File: config.mk
export PLATFORM = sky130hd
export DESIGN_NAME = expression_tokenizer_top
export DESIGN_NICKNAME = d
export VERILOG_FILES = /design/src/rtl/exptok_pkg.sv /design/src/rtl/exptok_ram.sv /design/src/rtl/exptok_fifo.sv /design/src/rtl/exptok_front.sv /design/src/rtl/exptok_back.sv /design/src/rtl/expression_tokenizer_top.sv
export SDC_FILE = /design/constraint.sdc
export NUM_CORES = 1
export LEC_CHECK = 0
export BUFFER_PORTS_ARGS = -buffer_cell sky130_fd_sc_hd__buf_4
export CORE_MARGIN = 2
export CORE_UTILIZATION = 30
export CTS_CLUSTER_DIAMETER = 150
export DETAILED_ROUTE_END_ITERATION = 10
export GPL_TIMING_DRIVEN = 0
export SLEW_MARGIN = 20
export SYNTH_ARGS = -nofsm -noshare
export SYNTH_HDL_FRONTEND = slang
export SYNTH_HIERARCHICAL = 1
export SYNTH_SLANG_ARGS = --single-unit
export TNS_END_PERCENT = 10
File: constraint.sdc
create_clock -name clk -period 3.5 [get_ports clk]
set_input_delay 0.175 -clock clk [delete_from_list [all_inputs] [get_ports clk]]
set_output_delay 0.175 -clock clk [all_outputs]
set_load 0.02 [all_outputs]
File: src/rtl/exptok_pkg.sv
// Package for the expression tokenizer: token kinds, scan modes, character codes,
// the command record passed from the scanner front to the emitter back, and class helpers.
// No dependencies.
package exptok_pkg;

    localparam int CHAR_W          = 8;
    localparam int KIND_W          = 4;
    localparam int LEN_W           = 6;
    localparam int MAX_LEXEME_DEF  = 32;
    localparam int QUEUE_DEPTH     = 4;

    typedef enum logic [KIND_W-1:0] {
        KIND_INT     = 4'd0,
        KIND_ID      = 4'd1,
        KIND_ADDSUB  = 4'd2,
        KIND_INCDEC  = 4'd3,
        KIND_MULDIV  = 4'd4,
        KIND_ASSIGN  = 4'd5,
        KIND_LPAREN  = 4'd6,
        KIND_RPAREN  = 4'd7,
        KIND_AND     = 4'd8,
        KIND_OR      = 4'd9,
        KIND_XOR     = 4'd10,
        KIND_END     = 4'd11,
        KIND_ENDFILE = 4'd12,
        KIND_UNKNOWN = 4'd13
    } kind_t;

    typedef enum logic [2:0] {
        MODE_IDLE,
        MODE_INT,
        MODE_ID,
        MODE_PLUS,
        MODE_MINUS
    } mode_t;

    // Where the characters of a token come from
    typedef enum logic [1:0] {
        SRC_EMPTY,  // one result, char 0, length 0
        SRC_ONE,    // one result, char from the command
        SRC_TWO,    // two results, same char twice
        SRC_STORE   // len results read from the lexeme store
    } src_t;

    typedef enum logic [1:0] {
        B_IDLE,
        B_FETCH,
        B_LOAD
    } back_state_t;

    typedef struct packed {
        src_t              src;
        kind_t             kind;
        logic [CHAR_W-1:0] ch;
        logic [LEN_W-1:0]  len;
        logic              bank;
    } cmd_t;

    localparam logic [CHAR_W-1:0] CH_TAB    = 8'h09;
    localparam logic [CHAR_W-1:0] CH_NL     = 8'h0A;
    localparam logic [CHAR_W-1:0] CH_SPACE  = 8'h20;
    localparam logic [CHAR_W-1:0] CH_AMP    = 8'h26;
    localparam logic [CHAR_W-1:0] CH_LPAR   = 8'h28;
    localparam logic [CHAR_W-1:0] CH_RPAR   = 8'h29;
    localparam logic [CHAR_W-1:0] CH_STAR   = 8'h2A;
    localparam logic [CHAR_W-1:0] CH_PLUS   = 8'h2B;
    localparam logic [CHAR_W-1:0] CH_MINUS  = 8'h2D;
    localparam logic [CHAR_W-1:0] CH_SLASH  = 8'h2F;
    localparam logic [CHAR_W-1:0] CH_EQ     = 8'h3D;
    localparam logic [CHAR_W-1:0] CH_CARET  = 8'h5E;
    localparam logic [CHAR_W-1:0] CH_USCORE = 8'h5F;
    localparam logic [CHAR_W-1:0] CH_BAR    = 8'h7C;

    function automatic logic is_digit(input logic [CHAR_W-1:0] c);
        return (c >= 8'h30) && (c <= 8'h39);
    endfunction

    function automatic logic is_letter(input logic [CHAR_W-1:0] c);
        return ((c >= 8'h41) && (c <= 8'h5A)) || ((c >= 8'h61) && (c <= 8'h7A));
    endfunction

endpackage

File: src/rtl/exptok_ram.sv
// Generic single-write, single-read RAM with registered read data.
// No dependencies.
module exptok_ram #(
    parameter int WIDTH = 8,
    parameter int DEPTH = 64,
    localparam int ADDR_W = (DEPTH > 1) ? $clog2(DEPTH) : 1
) (
    input  logic              clk,
    input  logic              we,
    input  logic [ADDR_W-1:0] waddr,
    input  logic [WIDTH-1:0]  wdata,
    input  logic [ADDR_W-1:0] raddr,
    output logic [WIDTH-1:0]  rdata
);

    logic [WIDTH-1:0] mem [DEPTH];

    always_ff @(posedge clk)
    begin
        if (we)
        begin
            mem[waddr] <= wdata;
        end
        rdata <= mem[raddr];
    end

endmodule

File: src/rtl/exptok_fifo.sv
// Short command queue between the scanner front and the emitter back.
// Depends on exptok_pkg (cmd_t, QUEUE_DEPTH).
module exptok_fifo (
    input  logic              clk,
    input  logic              rst_n,
    input  logic              push,
    input  exptok_pkg::cmd_t  wdata,
    input  logic              pop,
    output exptok_pkg::cmd_t  rdata,
    output logic              full,
    output logic              empty
);
    import exptok_pkg::*;

    localparam int PTR_W = (QUEUE_DEPTH > 1) ? $clog2(QUEUE_DEPTH) : 1;

    cmd_t             mem_reg [QUEUE_DEPTH];
    logic [PTR_W-1:0] wr_ptr_reg, rd_ptr_reg;
    logic [PTR_W:0]   count_reg;

    assign rdata = mem_reg[rd_ptr_reg];
    assign full  = (count_reg == (PTR_W+1)'(QUEUE_DEPTH));
    assign empty = (count_reg == '0);

    always_ff @(posedge clk)
    begin
        if (push)
        begin
            mem_reg[wr_ptr_reg] <= wdata;
        end
    end

    always_ff @(posedge clk or negedge rst_n)
    begin
        if (!rst_n)
        begin
            wr_ptr_reg <= '0;
            rd_ptr_reg <= '0;
            count_reg  <= '0;
        end
        else
        begin
            if (push)
            begin
                wr_ptr_reg <= (wr_ptr_reg == PTR_W'(QUEUE_DEPTH - 1)) ? '0 : wr_ptr_reg + 1'b1;
            end
            if (pop)
            begin
                rd_ptr_reg <= (rd_ptr_reg == PTR_W'(QUEUE_DEPTH - 1)) ? '0 : rd_ptr_reg + 1'b1;
            end
            if (push && !pop)
            begin
                count_reg <= count_reg + 1'b1;
            end
            else if (pop && !push)
            begin
                count_reg <= count_reg - 1'b1;
            end
        end
    end

endmodule

File: src/rtl/exptok_front.sv
// Scanner front: accepts characters, tracks the pending token, writes lexeme
// characters to the store and queues emit commands. Depends on exptok_pkg.
module exptok_front #(
    parameter int MAX_LEXEME = exptok_pkg::MAX_LEXEME_DEF,
    localparam int IDX_W = (MAX_LEXEME > 1) ? $clog2(MAX_LEXEME) : 1,
    localparam int CNT_W = $clog2(MAX_LEXEME + 1)
) (
    input  logic                          clk,
    input  logic                          rst_n,
    input  logic                          in_valid,
    output logic                          in_ready,
    input  logic [exptok_pkg::CHAR_W-1:0] in_char,
    input  logic                          in_eof,
    output logic                          ram_we,
    output logic [IDX_W:0]                ram_waddr,
    output logic [exptok_pkg::CHAR_W-1:0] ram_wdata,
    output logic                          q_push,
    output exptok_pkg::cmd_t              q_wdata,
    input  logic                          q_full,
    input  logic                          store_done
);
    import exptok_pkg::*;

    mode_t            mode_reg, mode_next;
    logic [CNT_W-1:0] cnt_reg, cnt_next;
    logic             bank_reg, bank_next;
    logic             busy_reg, busy_next;
    logic             hold_valid_reg, hold_valid_next;
    cmd_t             hold_reg, hold_next;

    logic  accept;
    logic  in_token;
    logic  cont;
    logic  flush_en, tail_en, do_scan, scan_bank;
    cmd_t  flush_cmd, tail_cmd;

    assign in_token = (mode_reg == MODE_INT) || (mode_reg == MODE_ID);
    // A new token may write its first character to the other bank while the stored token drains
    assign in_ready = !hold_valid_reg && !q_full && !(busy_reg && in_token);
    assign accept   = in_valid && in_ready;

    always_ff @(posedge clk or negedge rst_n)
    begin
        if (!rst_n)
        begin
            mode_reg       <= MODE_IDLE;
            cnt_reg        <= '0;
            bank_reg       <= 1'b0;
            busy_reg       <= 1'b0;
            hold_valid_reg <= 1'b0;
        end
        else
        begin
            mode_reg       <= mode_next;
            cnt_reg        <= cnt_next;
            bank_reg       <= bank_next;
            busy_reg       <= busy_next;
            hold_valid_reg <= hold_valid_next;
        end
    end

    always_ff @(posedge clk)
    begin
        hold_reg <= hold_next;
    end

    always_comb
    begin
        mode_next = mode_reg;
        cnt_next  = cnt_reg;
        bank_next = bank_reg;
        ram_we    = 1'b0;
        ram_waddr = {bank_reg, cnt_reg[IDX_W-1:0]};
        ram_wdata = in_char;
        flush_en  = 1'b0;
        tail_en   = 1'b0;
        do_scan   = 1'b0;
        scan_bank = bank_reg;
        cont      = 1'b0;

        // pending token as a command; a lone sign is one character
        flush_cmd.kind = (mode_reg == MODE_INT) ? KIND_INT :
                         (mode_reg == MODE_ID)  ? KIND_ID  : KIND_ADDSUB;
        flush_cmd.src  = in_token ? SRC_STORE : SRC_ONE;
        flush_cmd.ch   = (mode_reg == MODE_MINUS) ? CH_MINUS : CH_PLUS;
        flush_cmd.len  = in_token ? LEN_W'(cnt_reg) : LEN_W'(1);
        flush_cmd.bank = bank_reg;

        tail_cmd.src  = SRC_EMPTY;
        tail_cmd.kind = KIND_ENDFILE;
        tail_cmd.ch   = in_char;
        tail_cmd.len  = '0;
        tail_cmd.bank = bank_reg;

        if (accept)
        begin
            if (in_eof)
            begin
                flush_en  = (mode_reg != MODE_IDLE);
                tail_en   = 1'b1;
                mode_next = MODE_IDLE;
                cnt_next  = '0;
            end
            else
            begin
                case (mode_reg)
                    MODE_INT, MODE_ID:
                    begin
                        cont = (mode_reg == MODE_INT) ? is_digit(in_char) :
                               (is_letter(in_char) || is_digit(in_char) ||
                                (in_char == CH_USCORE));
                        if (cont && (cnt_reg < CNT_W'(MAX_LEXEME)))
                        begin
                            ram_we   = 1'b1;
                            cnt_next = cnt_reg + 1'b1;
                        end
                        else
                        begin
                            flush_en = 1'b1;
                            do_scan  = 1'b1;
                        end
                    end
                    MODE_PLUS, MODE_MINUS:
                    begin
                        if (in_char == flush_cmd.ch)
                        begin
                            tail_en      = 1'b1;
                            tail_cmd.src  = SRC_TWO;
                            tail_cmd.kind = KIND_INCDEC;
                            mode_next    = MODE_IDLE;
                            cnt_next     = '0;
                        end
                        else
                        begin
                            flush_en = 1'b1;
                            do_scan  = 1'b1;
                        end
                    end
                    default:
                    begin
                        do_scan = 1'b1;
                    end
                endcase
            end

            // a flushed stored token keeps its bank; the next one uses the other
            if (flush_en && in_token)
            begin
                scan_bank = !bank_reg;
                bank_next = !bank_reg;
            end

            if (do_scan)
            begin
                mode_next = MODE_IDLE;
                cnt_next  = '0;
                ram_waddr = {scan_bank, {IDX_W{1'b0}}};
                if (is_digit(in_char) || is_letter(in_char))
                begin
                    ram_we    = 1'b1;
                    cnt_next  = CNT_W'(1);
                    mode_next = is_digit(in_char) ? MODE_INT : MODE_ID;
                end
                else
                begin
                    case (in_char)
                        CH_SPACE, CH_TAB:
                        begin
                            tail_en = 1'b0;
                        end
                        CH_PLUS:
                        begin
                            mode_next = MODE_PLUS;
                        end
                        CH_MINUS:
                        begin
                            mode_next = MODE_MINUS;
                        end
                        CH_STAR, CH_SLASH:
                        begin
                            tail_en       = 1'b1;
                            tail_cmd.src  = SRC_ONE;
                            tail_cmd.kind = KIND_MULDIV;
                        end
                        CH_EQ:
                        begin
                            tail_en       = 1'b1;
                            tail_cmd.src  = SRC_ONE;
                            tail_cmd.kind = KIND_ASSIGN;
                        end
                        CH_LPAR:
                        begin
                            tail_en       = 1'b1;
                            tail_cmd.src  = SRC_ONE;
                            tail_cmd.kind = KIND_LPAREN;
                        end
                        CH_RPAR:
                        begin
                            tail_en       = 1'b1;
                            tail_cmd.src  = SRC_ONE;
                            tail_cmd.kind = KIND_RPAREN;
                        end
                        CH_AMP:
                        begin
                            tail_en       = 1'b1;
                            tail_cmd.src  = SRC_ONE;
                            tail_cmd.kind = KIND_AND;
                        end
                        CH_BAR:
                        begin
                            tail_en       = 1'b1;
                            tail_cmd.src  = SRC_ONE;
                            tail_cmd.kind = KIND_OR;
                        end
                        CH_CARET:
                        begin
                            tail_en       = 1'b1;
                            tail_cmd.src  = SRC_ONE;
                            tail_cmd.kind = KIND_XOR;
                        end
                        CH_NL:
                        begin
                            tail_en       = 1'b1;
                            tail_cmd.kind = KIND_END;
                        end
                        default:
                        begin
                            tail_en       = 1'b1;
                            tail_cmd.kind = KIND_UNKNOWN;
                        end
                    endcase
                end
            end
        end

        if (tail_cmd.src == SRC_ONE)
        begin
            tail_cmd.len = LEN_W'(1);
        end
        else if (tail_cmd.src == SRC_TWO)
        begin
            tail_cmd.len = LEN_W'(2);
        end
    end

    // Queue writes: a held second command goes first; otherwise the first command
    // of the accepted character (queue not full is part of ready).
    always_comb
    begin
        hold_valid_next = hold_valid_reg;
        hold_next       = hold_reg;
        busy_next       = busy_reg;
        q_push          = 1'b0;
        q_wdata         = flush_en ? flush_cmd : tail_cmd;

        if (hold_valid_reg)
        begin
            q_wdata = hold_reg;
            if (!q_full)
            begin
                q_push          = 1'b1;
                hold_valid_next = 1'b0;
            end
        end
        else if (accept)
        begin
            q_push = flush_en || tail_en;
            if (flush_en && tail_en)
            begin
                hold_valid_next = 1'b1;
                hold_next       = tail_cmd;
            end
        end

        if (store_done)
        begin
            busy_next = 1'b0;
        end
        if (accept && flush_en && in_token)
        begin
            busy_next = 1'b1;
        end
    end

endmodule

File: src/rtl/exptok_back.sv
// Emitter back: pops commands and sends one result per lexeme character (a single one for
// an empty token) through a registered output stage. Depends on exptok_pkg.
module exptok_back #(
    parameter int MAX_LEXEME = exptok_pkg::MAX_LEXEME_DEF,
    localparam int IDX_W = (MAX_LEXEME > 1) ? $clog2(MAX_LEXEME) : 1
) (
    input  logic                          clk,
    input  logic                          rst_n,
    input  exptok_pkg::cmd_t              q_rdata,
    input  logic                          q_empty,
    output logic                          q_pop,
    output logic [IDX_W:0]                ram_raddr,
    input  logic [exptok_pkg::CHAR_W-1:0] ram_rdata,
    output logic                          store_done,
    output logic                          out_valid,
    input  logic                          out_ready,
    output logic [exptok_pkg::CHAR_W-1:0] out_char,
    output logic                          out_last,
    output logic [exptok_pkg::KIND_W-1:0] out_kind,
    output logic [exptok_pkg::LEN_W-1:0]  out_len
);
    import exptok_pkg::*;

    back_state_t       state_reg, state_next;
    cmd_t              cur_reg, cur_next;
    logic [LEN_W-1:0]  idx_reg, idx_next;
    logic              out_valid_reg, out_valid_next;
    logic [CHAR_W-1:0] out_char_reg, out_char_next;
    logic              out_last_reg, out_last_next;
    logic [KIND_W-1:0] out_kind_reg, out_kind_next;
    logic [LEN_W-1:0]  out_len_reg, out_len_next;

    logic              slot_free;
    logic              beat_last;
    logic [LEN_W-1:0]  beats;
    logic [CHAR_W-1:0] beat_char;

    assign ram_raddr = {cur_reg.bank, idx_reg[IDX_W-1:0]};
    assign slot_free = !out_valid_reg || out_ready;
    assign beats     = (cur_reg.src == SRC_EMPTY) ? LEN_W'(1) : cur_reg.len;
    assign beat_last = ((idx_reg + LEN_W'(1)) == beats);

    always_comb
    begin
        case (cur_reg.src)
            SRC_EMPTY: beat_char = '0;
            SRC_STORE: beat_char = ram_rdata;
            default:   beat_char = cur_reg.ch;
        endcase
    end

    assign out_valid = out_valid_reg;
    assign out_char  = out_char_reg;
    assign out_last  = out_last_reg;
    assign out_kind  = out_kind_reg;
    assign out_len   = out_len_reg;

    always_ff @(posedge clk or negedge rst_n)
    begin
        if (!rst_n)
        begin
            state_reg     <= B_IDLE;
            out_valid_reg <= 1'b0;
        end
        else
        begin
            state_reg     <= state_next;
            out_valid_reg <= out_valid_next;
        end
    end

    always_ff @(posedge clk)
    begin
        cur_reg      <= cur_next;
        idx_reg      <= idx_next;
        out_char_reg <= out_char_next;
        out_last_reg <= out_last_next;
        out_kind_reg <= out_kind_next;
        out_len_reg  <= out_len_next;
    end

    always_comb
    begin
        state_next     = state_reg;
        cur_next       = cur_reg;
        idx_next       = idx_reg;
        out_valid_next = out_valid_reg && !out_ready;
        out_char_next  = out_char_reg;
        out_last_next  = out_last_reg;
        out_kind_next  = out_kind_reg;
        out_len_next   = out_len_reg;
        q_pop          = 1'b0;
        store_done     = 1'b0;

        case (state_reg)
            B_IDLE:
            begin
                if (!q_empty)
                begin
                    q_pop      = 1'b1;
                    cur_next   = q_rdata;
                    idx_next   = '0;
                    state_next = B_FETCH;
                end
            end
            B_FETCH:
            begin
                // store read address settles here; data is registered next cycle
                state_next = B_LOAD;
            end
            B_LOAD:
            begin
                if (slot_free)
                begin
                    out_valid_next = 1'b1;
                    out_char_next  = beat_char;
                    out_last_next  = beat_last;
                    out_kind_next  = beat_last ? cur_reg.kind : '0;
                    out_len_next   = beat_last ? cur_reg.len : '0;
                    if (beat_last)
                    begin
                        store_done = (cur_reg.src == SRC_STORE);
                        state_next = B_IDLE;
                    end
                    else
                    begin
                        idx_next   = idx_reg + LEN_W'(1);
                        state_next = B_FETCH;
                    end
                end
            end
            default:
            begin
                state_next = B_IDLE;
            end
        endcase
    end

endmodule

File: src/rtl/expression_tokenizer_top.sv
// Top level of the expression tokenizer: scanner front, command queue,
// emitter back and the two-bank lexeme store. Depends on exptok_pkg and all exptok_* modules.
//
// Channel   Dir  Handshake                     Payload
// s_axis    in   s_axis_tvalid/s_axis_tready   tdata: char_code[7:0]; tuser: end_of_input
// m_axis    out  m_axis_tvalid/m_axis_tready   tdata: lexeme_char, lexeme_length;
//                                              tuser: token_kind; tlast: last
//
// Flow: the front takes a character whenever it is ready (two queue writes when a
//   token flush and a new result fall on the same character; the second is held). The
//   back pops a command in B_IDLE, then for each result steps through B_FETCH (store
//   read address) and B_LOAD (registered read data into the output register); it
//   pops the next command only after the last result of the current one.
// Stalls: the front stops while the queue is full, while a second command is
//   still held, and while an identifier or integer is being collected and the
//   previous stored token is still draining from the other store bank.
// Reset: rst_n clears all control state; the store needs no clearing pass.
module expression_tokenizer_top #(
    parameter int MAX_LEXEME = exptok_pkg::MAX_LEXEME_DEF
) (
    input  logic        clk,
    input  logic        rst_n,
    input  logic        s_axis_tvalid,
    output logic        s_axis_tready,
    input  logic [7:0]  s_axis_tdata,   // [7:0] char_code
    input  logic [0:0]  s_axis_tuser,   // [0] end_of_input
    output logic        m_axis_tvalid,
    input  logic        m_axis_tready,
    output logic [15:0] m_axis_tdata,   // [7:0] lexeme_char, [13:8] lexeme_length, [15:14] zero
    output logic        m_axis_tlast,   // last result of a token
    output logic [3:0]  m_axis_tuser    // [3:0] token_kind
);
    import exptok_pkg::*;

    localparam int IDX_W = (MAX_LEXEME > 1) ? $clog2(MAX_LEXEME) : 1;

    // Store: two banks of 2**IDX_W characters, selected by the address MSB
    logic              ram_we;
    logic [IDX_W:0]    ram_waddr, ram_raddr;
    logic [CHAR_W-1:0] ram_wdata, ram_rdata;

    logic              q_push, q_pop, q_full, q_empty;
    cmd_t              q_wdata, q_rdata;
    logic              store_done;

    logic [CHAR_W-1:0] out_char;
    logic [LEN_W-1:0]  out_len;

    exptok_front #(
        .MAX_LEXEME (MAX_LEXEME)
    ) u_front (
        .clk        (clk),
        .rst_n      (rst_n),
        .in_valid   (s_axis_tvalid),
        .in_ready   (s_axis_tready),
        .in_char    (s_axis_tdata),
        .in_eof     (s_axis_tuser[0]),
        .ram_we     (ram_we),
        .ram_waddr  (ram_waddr),
        .ram_wdata  (ram_wdata),
        .q_push     (q_push),
        .q_wdata    (q_wdata),
        .q_full     (q_full),
        .store_done (store_done)
    );

    exptok_fifo u_fifo (
        .clk   (clk),
        .rst_n (rst_n),
        .push  (q_push),
        .wdata (q_wdata),
        .pop   (q_pop),
        .rdata (q_rdata),
        .full  (q_full),
        .empty (q_empty)
    );

    exptok_ram #(
        .WIDTH (CHAR_W),
        .DEPTH (2 ** (IDX_W + 1))
    ) u_store (
        .clk   (clk),
        .we    (ram_we),
        .waddr (ram_waddr),
        .wdata (ram_wdata),
        .raddr (ram_raddr),
        .rdata (ram_rdata)
    );

    exptok_back #(
        .MAX_LEXEME (MAX_LEXEME)
    ) u_back (
        .clk        (clk),
        .rst_n      (rst_n),
        .q_rdata    (q_rdata),
        .q_empty    (q_empty),
        .q_pop      (q_pop),
        .ram_raddr  (ram_raddr),
        .ram_rdata  (ram_rdata),
        .store_done (store_done),
        .out_valid  (m_axis_tvalid),
        .out_ready  (m_axis_tready),
        .out_char   (out_char),
        .out_last   (m_axis_tlast),
        .out_kind   (m_axis_tuser),
        .out_len    (out_len)
    );

    assign m_axis_tdata = {2'b00, out_len, out_char};

endmodule
======== Word level (Yosys, flattened, before mapping) ========
Memories as Yosys holds them, arrays and structs flattened. A register that Yosys moved wholly into a read port is not among the register bits.
Index checks and enable logic that the tools add are counted.
word-level totals
  register bits ........................... 68
  bits in latches ......................... 0
  bits in writable memories ............... 596
  memory bits (read-only) ................. 0
  input port bits ......................... 13
  output and inout port bits .............. 23
  logic and storage cells ................. 213
  memories kept ........................... 2
operators by class
  $add $sub $neg .......................... 6
  $mul .................................... 0
  div/mod/pow operators ................... 0
  $lt $le $gt $ge ......................... 7
  equality and inequality tests ........... 33
  shift operators ......................... 0
  mux-type cells .......................... 90
  bitwise operators ....................... 2
  reduce and logical (&&, ||, !) cells .... 53
memory list
  memory          depth  width  read ports  clocked after memory_dff  write ports  RTL line           text
  u_store.mem     64     8      1           1                         1            exptok_ram.sv:16   logic [WIDTH-1:0] mem [DEPTH];
  u_fifo.mem_reg  4      21     1           1                         1            exptok_fifo.sv:17  cmd_t mem_reg [QUEUE_DEPTH];
operators with widths
  cell                                                 count
  2-to-1 mux 6 bit                                     18
  == test 8 x 6 -> 1 bit, second input constant        9
  2-to-1 mux 1 bit                                     43
  2-to-1 mux 21 bit                                    2
  case mux 4 bit (9 select lines)                      1
  == test 8 x 7 -> 1 bit, second input constant        3
  2-to-1 mux 3 bit                                     8
  case mux 6 bit (2 select lines)                      2
  2-to-1 mux 2 bit                                     9
  == test 8 x 4 -> 1 bit, second input constant        2
  >= comparator 8 x 7 -> 1 bit, second input constant  2
  <= comparator 8 x 7 -> 1 bit, second input constant  2
  case mux 8 bit (2 select lines)                      1
  logical AND 1 bit                                    15
  adder 6 x 1 -> 6 bit, second input constant          2
  == test 2 bit, second input constant                 5
  OR reduction 2 bit                                   5
  nonzero test 3 bit                                   3
  == test 8 bit                                        1
  >= comparator 8 x 6 -> 1 bit, second input constant  1
  <= comparator 8 x 6 -> 1 bit, second input constant  1
  logical NOT 1 bit                                    8
  != test 4 x 2 -> 1 bit, second input constant        2
  AND reduction 4 bit                                  2
  other kinds (25)                                     44

======== Logic depth before layout (Yosys ltp) ========
  depth in word-level cells ............... 20
  depth in mapped cells ................... 14
  gate-level depth less buffers ........... 12

======== Cells and area by module ========
Netlist, hierarchy kept.
by module, submodules not included
  module                    instances  cells each  area an instance (µm²)  seq. area each (µm²)
  exptok_ram                1          940         20161.8                 15534.9
  exptok_fifo               1          147         3477.1                  2697.6
  exptok_front              1          246         2178.3                  810.8
  exptok_back               1          130         2054.5                  1456.4
  expression_tokenizer_top  1          3           18.8                    0.0

======== Worst setup path before layout ========
OpenSTA, ideal clock, no wires.
  path type ............................... register to register
  start ................................... reg u_fifo.count_reg[0]
  end ..................................... reg u_fifo.count_reg[1]
  library setup time ...................... 0.125 ns
  data arrival time ....................... 3.355 ns
  required time ........................... 3.375 ns
  setup slack ............................. 0.020 ns
  stages on the path, launching flop included .. 8
  buffers on the path ..................... 0
  period minus slack after synthesis ...... 3.480 ns
  cell sequence ........................... dfrtp_1 > nor3_1 > nor3_1 > inv_1 > ha_1 > inv_1 > fa_1 > mux2_2
on the way
  elaborated cells between the ends (all ways) .. 23
  those cells by class .................... add/sub: 2; eq/ne: 1; mux: 9; reduce/logical: 11
RTL lines
  item                                                    RTL line                        text
  start, declared                                         exptok_fifo.sv:19               logic [PTR_W:0] count_reg;
  start signal, assigned                                  exptok_fifo.sv:53               count_reg <= count_reg + 1'b1;
  start signal, assigned                                  exptok_fifo.sv:57               count_reg <= count_reg - 1'b1;
  logical NOT 3 bit (*)                                   exptok_fifo.sv:23               assign empty = (count_reg == '0);
  named net q_empty                                       expression_tokenizer_top.sv:42  logic q_push, q_pop, q_full, q_empty;
  2-to-1 mux 1 bit (*)                                    exptok_back.sv:98               if (!q_empty)
  2-to-1 mux 1 bit (*)                                    exptok_back.sv:95               case (state_reg)
  named net q_pop                                         expression_tokenizer_top.sv:42
  logical NOT 1 bit                                       exptok_fifo.sv:51               if (push && !pop)
  logical AND 1 bit                                       exptok_fifo.sv:51
  2-to-1 mux 3 bit or nonzero test 2 bit (tied branches)  -
Mark *: on every way through the listed nets, which the timed path passes. The rest lies on a longest branch. The select of a mux whose other input is x is not followed.
A chain may end at the register's enable or synchronous reset.

==> summary.md <==
| Metric | Value |
|---|---|
| Hold path cells | 2 |
| R2R depth | 9 |
| Reg2Reg Setup Slack | 0.07 ns |
| Data required, critical path | 3.92 ns |
| Clk buf depth | 3 |
| Fin. max-slew vios | 0 |
| Number of remaining DRC errors | 0 |
| Worst Hold Path EP | u_fifo/mem_reg[2][14] |
| CTS Buf Count | 69 |
| Worst IR Drop VDD | 0.4418 mV |
| Die X | 308.9 µm |
| First-pass GRT wire length | 97,960 µm |
| CP startpoint kind | flip-flop |
| Initial antenna violation count | 1 |
| Fmax | 291.4 MHz |
| Buf/Inv on CP | 5 |
| Vias in the first global route | 15,010 |
| Slowest stage delay, CP | 0.60 ns |
| GR Util All Layers | 0.1389 |
| Num ports | 36 |
| Min-delay src | s_axis_tdata[7] |
| Worst path most repeated cell | buf_2 |
| Layout cell share with drive strength beyond 1 | 0.3312 |
| Worst slew margin | 0.3401 |
| RSZ-0062 raised after global routing | true |
| Ys Warns | 6 |
| Clk pin slew, worst setup/hold paths | 0.06 ns |
| Final hold slack | 0.03465 ns |
| Core Footprint | 0.09194 mm² |
| Clk root buf | clkbuf_16 |
| Setup ws final | 0.06835 ns |
| Post-synthesis instance area | 0.02789 mm² |
| CP arrival | 3.85 ns |
| H-tree Lvls | 3 |
| Ys async rst share | 0.03193 |
| Layout Area Growth over Synthesis | 20.63% |
| DR iter-0 viols | 1,319 |
| Max reg flops | 512 |
| Max cap viols | 0 |
| Synthesis-stage register bit count | 689 |
| Worst-path cell chain | buf_4 -> buf_2 -> buf_2 -> buf_4 -> buf_2 -> nor2b_1 -> a22oi_1 -> a221oi_1 -> o2bb2ai_1 |
| Clock Sinks | 689 |
| Crit share post-route | 0.9805 |
| CP max FO | 10 |
| Dpl ws | -1.286 ns |
| Mapped Cells | 1,466 |
| Critical-path top delay cell | a221oi_1 |
| CTS tree | yes |
| Capturing point of the worst reg2reg path | u_store/rdata[1] |
| # rows | 111 |
| Final Power | 25.29 mW |
| Die area | 0.09542 mm² |
| Commonest non-fill, non-tap cell in the layout | edfxtp_1 |
| Clk_skew | 0.02956 ns |
| GR Overflow Total | 0 |
| Final setup vio count | 0 |
| P_leak | 10.69 nW |
| Post-layout util | 0.3659 |
| Syn avg cell area | 19.02 µm² |
| Worst min path class | in -> reg |
| Final Non-Filler Cells | 2,940 |
| Via count | 14,850 |
| Dpl cells | 2,746 |
| Setup CP Type | reg -> reg |
| Total wire length | 66,740 µm |
| Post-layout minimum cycle time | 3.432 ns |
| Initial Util | 0.3034 |
| CP endpoint kind | flip-flop |
| Top delay family on crit path | buffers and inverters |
| Input/output buffers | 33 |
| Clock latency on the worst-skew pair | 0.61 ns |
| Worst Tran Pin Value | 0.9899 ns |
| Fin. Hold Viols | 0 |
| DR vias/cell | 5.050 |
| DR pass1 iterations | 6 |
| Gpl congestion | 0.8828 |
| Avg WL per Cell | 22.70 µm |
| Post-synthesis sequential area ratio | 0.7350 |
| Hpwl dp | 42,050 µm |
| Leading cell types in the layout, fill and taps excluded | 659 x edfxtp_1, 144 x mux4_2, 108 x buf_4, 71 x clkbuf_16, 62 x nor2_4 |
| # diodes | 0 |
| Post-synth top flop | edfxtp_1 |
| Largest net degree at the start of global routing | 65 |
| Yosys cell types | 81 |
| Number of synthesized flops with an enable pin | 659 |
| R2r startpoint | u_back/idx_reg[1] |
| # nets final | 1,675 |
| Die Height | 308.9 µm |
| Pwr Density | 751.7 mW/mm² |
| Fillers | 8,383 |
| Routed Antenna Nets | 0 |
| Outcome | completed |
==> how the worst max path moves through the flow <==
stage                                   start             endpoint  slack, ns  cells after the start
after floorplan           u_fifo/count_reg[0]  u_fifo/count_reg[1]       0.02                      7
after global placement    u_front/mode_reg[0]   u_store/mem[49][7]      -1.45                      9
after detailed placement  u_front/mode_reg[1]   u_store/mem[52][5]      -1.29                      9
after CTS                 u_front/mode_reg[0]  u_fifo/count_reg[2]      -0.11                     13
after global routing          s_axis_tdata[5]   u_store/mem[28][5]     -0.004                     12
final                       u_back/idx_reg[1]     u_store/rdata[1]       0.07                      9
==> routing by layer <==
layer / vias up / GRT usage / share of wire
li1: 6298 / - / -
met1: 7843 / 0.1862 / 0.41
met2: 592 / 0.2292 / 0.49
met3: 113 / 0.02275 / 0.068
met4: 0 / 0.04866 / 0.027
met5: - / 0 / 0
==> where the power goes <==
part	internal [mW]	switching, mW
registers	10.0	0.311
clock network	4.18	3.00
logic	3.23	4.53
==> cell usage after synthesis, drive strengths merged (17+ instances only) <==
master,instances,area (µm²)
nand3,20,100.1
mux4,147,3322
nand2b,19,118.9
mux2,17,191.4
nor2b,22,137.6
inv,20,75.07
dfrtp,22,550.5
edfxtp,659,19790
o21ai,18,90.08
clkbuf,29,108.9
buf,63,486.7
nor2,111,416.7
nand2,46,172.7
mux2i,23,230.2
nor3,19,95.09
and2,25,177.7
==> logic make-up after synthesis <==
kind of cell,Yosys count,synth area share
simple gates,307,0.05608
fa+ha+maj,11,0.005204
flops,689,0.7350
compound gates,140,0.03836
mux,187,0.1342
other cells,1,0.0001345
buf+inv,112,0.02405
xor+xnor,19,0.006954
==> cell type report <==
cell class                 instances  area (µm²)  share of cell area
sequential                       689       20500              0.6093
clock buffer                      85        1839             0.05467
tap                             1243        1555             0.04623
clock inverter                    32       331.6            0.009855
inverter                          20       75.07            0.002231
buffer                            87       588.1             0.01748
timing repair buffer             118        1256             0.03734
multi-input combinational        666        7500              0.2229
==> timing repair <==
item | CTS | global route
hold buffers | 10 | 0
gates cloned | 0 | 0
pin swaps | 31 | 21
setup endpoints to repair | 598 | 593
setup buffers | 52 | 20
gates resized for setup | 171 | 29
endpoints found under the hold margin | 32 | 0
==> through the flow <==
stage          setup TNS, ns  cell area (µm²)
2_1_floorplan              0            27890
3_3_place_gp         -545.44            29700
3_5_place_dp         -592.31            29740
4_1_cts               -3.507            33230
5_1_grt             -0.01993            33640
6_report                   0            33640
Note: power is estimated with default switching activity, not from simulation.
